===== src/hdl/tasa_pkg.sv =====
// Shared constants, codes and divider handshake types for the texture atlas slab allocator.
package tasa_pkg;

    // Default sizes of the page, slot and handle stores
    localparam int DEF_MAX_PAGES   = 64;
    localparam int DEF_MAX_SLOTS   = 256;
    localparam int DEF_MAX_HANDLES = 1024;

    // Field widths
    localparam int DIM_W    = 13;
    localparam int FMT_W    = 4;
    localparam int OP_W     = 2;
    localparam int HANDLE_W = 10;
    localparam int STATUS_W = 3;
    localparam int ORG_W    = 12;
    localparam int CFG_IDX_W  = 3;
    localparam int CFG_DATA_W = 13;

    // Divider operand width and its step counter width
    localparam int DVW   = 13;
    localparam int DCNTW = $clog2(DVW + 1);

    // Register indexes
    localparam logic [CFG_IDX_W-1:0] REG_ATLAS_W  = 3'd0;
    localparam logic [CFG_IDX_W-1:0] REG_ATLAS_H  = 3'd1;
    localparam logic [CFG_IDX_W-1:0] REG_PAGE_W   = 3'd2;
    localparam logic [CFG_IDX_W-1:0] REG_PAGE_H   = 3'd3;
    localparam logic [CFG_IDX_W-1:0] REG_RSVD_W   = 3'd4;
    localparam logic [CFG_IDX_W-1:0] REG_RSVD_H   = 3'd5;
    localparam logic [CFG_IDX_W-1:0] REG_FORMAT   = 3'd6;

    // Register reset values
    localparam logic [DIM_W-1:0] RST_ATLAS_DIM = 13'd1024;
    localparam logic [DIM_W-1:0] RST_PAGE_DIM  = 13'd256;
    localparam logic [DIM_W-1:0] RST_RSVD_DIM  = 13'd0;
    localparam logic [FMT_W-1:0] RST_FORMAT    = 4'd0;

    // Operation codes
    localparam logic [OP_W-1:0] OP_BIND   = 2'd0;
    localparam logic [OP_W-1:0] OP_UNBIND = 2'd1;
    localparam logic [OP_W-1:0] OP_LOOKUP = 2'd2;
    localparam logic [OP_W-1:0] OP_ALL    = 2'd3;

    // Status codes
    localparam logic [STATUS_W-1:0] ST_OK         = 3'd0;
    localparam logic [STATUS_W-1:0] ST_MISFIT     = 3'd1;
    localparam logic [STATUS_W-1:0] ST_NO_PAGE    = 3'd2;
    localparam logic [STATUS_W-1:0] ST_NO_HANDLE  = 3'd3;
    localparam logic [STATUS_W-1:0] ST_TOO_MANY   = 3'd4;
    localparam logic [STATUS_W-1:0] ST_BAD_HANDLE = 3'd5;

    // Size reported for an unbound handle
    localparam logic [DIM_W-1:0] UNBOUND_SIZE = 13'd4;

    typedef struct packed {
        logic           start;
        logic [DVW-1:0] num;
        logic [DVW-1:0] den;
    } div_req_t;

    typedef struct packed {
        logic           done;
        logic [DVW-1:0] quo;
        logic [DVW-1:0] rem;
    } div_rsp_t;

endpackage


===== src/hdl/tasa_div.sv =====
// Shared restoring divider, one quotient bit per cycle.
module tasa_div (
    input  logic               clk,
    input  logic               rst_n,
    input  tasa_pkg::div_req_t req,
    output tasa_pkg::div_rsp_t rsp
);
    import tasa_pkg::*;

    logic             busy_reg, busy_next;
    logic             done_reg, done_next;
    logic [DCNTW-1:0] cnt_reg, cnt_next;
    logic [DVW-1:0]   rem_reg, rem_next;
    logic [DVW-1:0]   quo_reg, quo_next;
    logic [DVW-1:0]   den_reg, den_next;
    logic [DVW+1:0]   diff;
    logic             neg;

    // Trial subtraction of the divisor from the shifted partial remainder
    assign diff = {1'b0, rem_reg, quo_reg[DVW-1]} - {2'b00, den_reg};
    assign neg  = diff[DVW+1];

    always_comb
    begin
        busy_next = busy_reg;
        done_next = 1'b0;
        cnt_next  = cnt_reg;
        rem_next  = rem_reg;
        quo_next  = quo_reg;
        den_next  = den_reg;
        if (req.start)
        begin
            busy_next = 1'b1;
            cnt_next  = DCNTW'(DVW);
            rem_next  = '0;
            quo_next  = req.num;
            den_next  = req.den;
        end
        else if (busy_reg)
        begin
            rem_next = neg ? {rem_reg[DVW-2:0], quo_reg[DVW-1]} : diff[DVW-1:0];
            quo_next = {quo_reg[DVW-2:0], ~neg};
            cnt_next = cnt_reg - DCNTW'(1);
            if (cnt_reg == DCNTW'(1))
            begin
                busy_next = 1'b0;
                done_next = 1'b1;
            end
        end
    end

    always_ff @(posedge clk or negedge rst_n)
    begin
        if (!rst_n)
        begin
            busy_reg <= 1'b0;
            done_reg <= 1'b0;
            cnt_reg  <= '0;
        end
        else
        begin
            busy_reg <= busy_next;
            done_reg <= done_next;
            cnt_reg  <= cnt_next;
        end
    end

    always_ff @(posedge clk)
    begin
        rem_reg <= rem_next;
        quo_reg <= quo_next;
        den_reg <= den_next;
    end

    assign rsp.done = done_reg;
    assign rsp.quo  = quo_reg;
    assign rsp.rem  = rem_reg;

endmodule


===== config.mk =====
export PLATFORM = sky130hd
export DESIGN_NAME = tasa_div
export DESIGN_NICKNAME = d
export VERILOG_FILES = /design/src/hdl/tasa_pkg.sv /design/src/hdl/tasa_div.sv
export SDC_FILE = /design/constraint.sdc
export NUM_CORES = 1
export LEC_CHECK = 0
export ABC_AREA = 1
export CAP_MARGIN = 10
export CORE_UTILIZATION = 60
export DETAILED_ROUTE_END_ITERATION = 6
export DONT_BUFFER_PORTS = 1
export PLACE_DENSITY_LB_ADDON = 0.12
export SYNTH_ARGS = -nofsm -noshare
export SYNTH_HDL_FRONTEND = slang
export SYNTH_SLANG_ARGS = --single-unit

===== constraint.sdc =====
create_clock -name clk -period 2.5 [get_ports clk]
set_clock_uncertainty 0.1 [all_clocks]
set_input_delay 0.125 -clock clk [delete_from_list [all_inputs] [get_ports clk]]
set_output_delay 0.125 -clock clk [all_outputs]
set_load 0.01 [all_outputs]

Word level (Yosys, flattened, before mapping) --
Index checks and enable logic that the tools add are counted.
Storage, ports and cells: input port bits 29, bits in registers 45, output and inout port bits 27
Cells by class: equal/unequal tests 1, bitwise gates (word level) 1, reduce and logical (&&, ||, !) cells 1, mux-type cells 11, $add $sub $neg 2
Operators by type and width (count):
- 2-to-1 mux 13 bit | 3
- subtractor 14 x 13 -> 15 bit | 1
- 2-to-1 mux 4 bit | 2
- 2-to-1 mux 1 bit | 6
- equality test 4 x 1 -> 1 bit, second input constant | 1
- subtractor 4 x 1 -> 4 bit, second input constant | 1
- nonzero test 2 bit | 1
- inverter 1 bit | 1

Logic depth before layout (Yosys ltp) --
word-level depth 4, mapped depth 12

Worst setup path after synthesis --
Ideal clock, no wire load.
kind flip-flop to flip-flop, start register quo_reg[12], end register rem_reg[3], cell stages (with the launch flop) 13, data required time 2.269 ns, arrival 1.733 ns, slack 0.536 ns, buffers on the path 1, setup time 0.131 ns, cell sequence edfxtp_1 inv_1 ha_1 fa_1 inv_1 nand2_1 nand3_4 nand2_4 nand2_4 buf_12 nand2_2 nand3_2 o21ai_2
On the way: word-level cells in the longest chain between the ends 2
RTL lines:
- start: declaration | line tasa_div.sv:14 | logic [DVW-1:0] quo_reg, quo_next;
- start signal: assignment | line tasa_div.sv:71 | quo_reg <= quo_next;
- subtractor 14 x 13 -> 15 bit | line tasa_div.sv:20 | assign diff = {1'b0, rem_reg, quo_reg[DVW-1]} - {2'b00, den_reg};
- 2-to-1 mux 13 bit | line tasa_div.sv:41 | rem_next = neg ? {rem_reg[DVW-2:0], quo_reg[DVW-1]} : diff[DVW-1:0];
- end signal: assignment | line tasa_div.sv:70 | rem_reg <= rem_next;
- end: declaration | line tasa_div.sv:13 | logic [DVW-1:0] rem_reg, rem_next;
No other way between the ends. A chain may end at the register's enable or synchronous reset.

Worst setup path in the final report --
start register quo_reg[12], end register rem_reg[1]
The elaborated chain is that of the path after synthesis.

==> out/results.tsv <==
metric	value	unit
vias in the first global route	2289	
Hold Fails Final Rpt	0	
PD cells	1010	nW/µm²
CTS buffer count	5	
number of antenna violations at the first check in global routing	0	
share of cells above drive strength 1	0.107	
Starting Density	0.640	
Die ar.	5020	µm²
area share of fa/ha/maj cells after synthesis	0.0730	
design area	3240	µm²
worst skew pair latency	0.31	ns
most common cell after layout, fill and taps aside	nand2_1	
GRT overflow	0	
row count	24	
Hold Path End	quo_reg[0]	
Final HPWL DP	3.96	mm
Max-cap violations	0	
Die H	70.8	µm
outcome	finished, violations left	
fmax	439	MHz
FF-to-FF path depth	11	
Placed Area	2850	µm²
Inst Count DP	409	
final-report max-slew violation count	0	
Post-Place Worst Slack	0.238	ns
CP arrival	2.35	ns
setup TNS	0	ns
number of synthesized register bits	45	
Finished Core Util	0.728	
LEAKAGE	0.00167	µW
final worst slack	0.220	ns
clock-pin slew on the worst setup and hold paths	0.10	ns
compound-gate portion of the synthesized area	0.0374	
simple-gate share of the synthesized area	0.338	
DRT Wirelength	6.12	mm
largest net degree at the start of global routing	30	
failing checks	design-rule violations	
Reg-to-Reg Start	quo_reg[12]	
Slew headroom	0.156	
Area growth syn-to-layout	13.8	%
Slew @ Worst Pin	1.26	ns
Final #Nets	436	
Mapped Area	2840	µm²
Max FO, Critical Path	15	
CTS tree	yes	
critical path class	register to register	
reg-to-reg endpoint	rem_reg[1]	
GRT Util Overall	0.265	
H-tree levels	2	
final std cells w/o fill	444	
Setup violations, final	0	
first-pass GRT wire length	10.3	mm
crit start category	register	
VDD IR-drop max	0.455	mV
drt drc	2	
Worst Hold Class	input pin to register	
Crit. End Element	register	
post-synthesis area per instance	7.83	µm²
post-CTS setup buffer count	0	
post-synthesis mux area share	0	
core area	4440	µm²
commonest non-fill, non-tap cells in the layout	124 x nand2_1, 69 x inv_1, 28 x nand3_1	
WL/cell	13.8	µm
yosys warns	0	
initial drt markers	92	
DIE WIDTH	70.8	µm
Worst Hold Depth	2	
Synth cell types	34	
period utilization	0.912	
antenna diode count	0	
min-delay src	req[13]	
routability cong.	0.849	
I/O Buffers	0	
Tmin final	2.28	ns
Post-Synth XOR/XNOR Area	0.0123	
RSZ-0062 raised after global routing	no	
largest family of logic cells by synthesized area	simple AND/OR/NAND/NOR gates	
via count	2337	
reg2reg setup slack	0.22	ns
Mapped Cells	363	
io pins	56	
clock root cell	clkbuf_8	
Critical Path RT	2.57	ns
Clock Sinks	45	
Max Root-Sink Buffers	2	
Vias/cell	5.26	
Post-Synthesis Net Count	408	
Seq/Total Area, Yosys	0.419	
post-route ant nets	0	
first drt pass iteration count	6	
-- through the flow --
step / power [µW] / hold slack (ns)
detailed placement: 2630 / -0.270
floorplan: 2440 / -0.271
global route: 3540 / 0.0233
CTS: 3260 / 0.0166
finish: 3260 / 0.0109
global placement: 2600 / -0.270
-- what timing repair did --
item / CTS / global route
hold buffers: 27 / 0
endpoints found under the hold margin: 48 / 0
resized for setup: 0 / 0
-- cells in the mapped netlist, drive strengths merged --
cell type	instances	area (µm²)
a31oi	1	6.26
dfrtp	6	150
ha	15	188
buf	4	50.1
o21ai	9	52.6
a21oi	6	41.3
nand3b	3	22.5
inv	71	267
edfxtp	26	781
nor2	17	83.8
xnor2	2	17.5
xor2	2	17.5
nand4	4	25.0
o22ai	1	6.26
dfxtp	13	260
nand2	135	544
nor4	1	6.26
nand3	40	268
clkbuf	4	25.0
fa	1	20.0
and2	2	12.5
-- worst max-delay path, cell delays in order (launching register included) --
cell      delay [ns]
edfxtp_1        0.41
inv_1           0.08
ha_1            0.23
fa_1            0.41
inv_1           0.11
nand2_1         0.10
nand3_4         0.09
nand2_4         0.14
nand2_4         0.24
nand2_1         0.09
nand3_1         0.07
o21ai_0         0.07
-- routing by layer --
metal / wire length, µm / track usage / vias to the layer above
met5: 0 / 0 / -
met1: 2640 / 0.311 / 1076
met4: 101 / 0.0822 / 0
met3: 348 / 0.0627 / 10
met2: 3030 / 0.481 / 64
li1: - / - / 1187
-- logic make-up (layout without fill, tap and decap cells) --
| logic type | after synthesis | after routing |
|---|---|---|
| AND/OR/NAND/NOR | 202 | 202 |
| flip-flops | 45 | 45 |
| adder cells (fa/ha/maj) | 16 | 16 |
| XOR/XNOR | 4 | 4 |
| AO/OA/AOI/OAI | 17 | 17 |
| buffers and inverters | 79 | 108 |
-- layout make-up --
| type | instances | area [µm²] |
|---|---|---|
| Multi-Input combinational cell | 239 | 1310 |
| Fill cell | 370 | 1210 |
| Sequential cell | 45 | 1190 |
| Timing Repair Buffer | 29 | 285 |
| Inverter | 71 | 267 |
| Clock buffer | 5 | 68.8 |
| Tap cell | 52 | 65.1 |
| Clock inverter | 3 | 47.5 |
-- report_power, final --
group          internal, µW  leakage, µW  switching (µW)
combinational           578      0.00117             973
sequential              938     0.000443             186
clock                   305    0.0000591             283
total                  1820      0.00167            1440
-- worst max path at each step --
stage / from / to
after floorplan: quo_reg[12] / rem_reg[3]
after global placement: quo_reg[12] / rem_reg[1]
after detailed placement: quo_reg[12] / rem_reg[1]
after CTS: quo_reg[12] / rem_reg[1]
after global routing: quo_reg[12] / rem_reg[1]
final: quo_reg[12] / rem_reg[1]
Power figures use the tool's default switching activity.
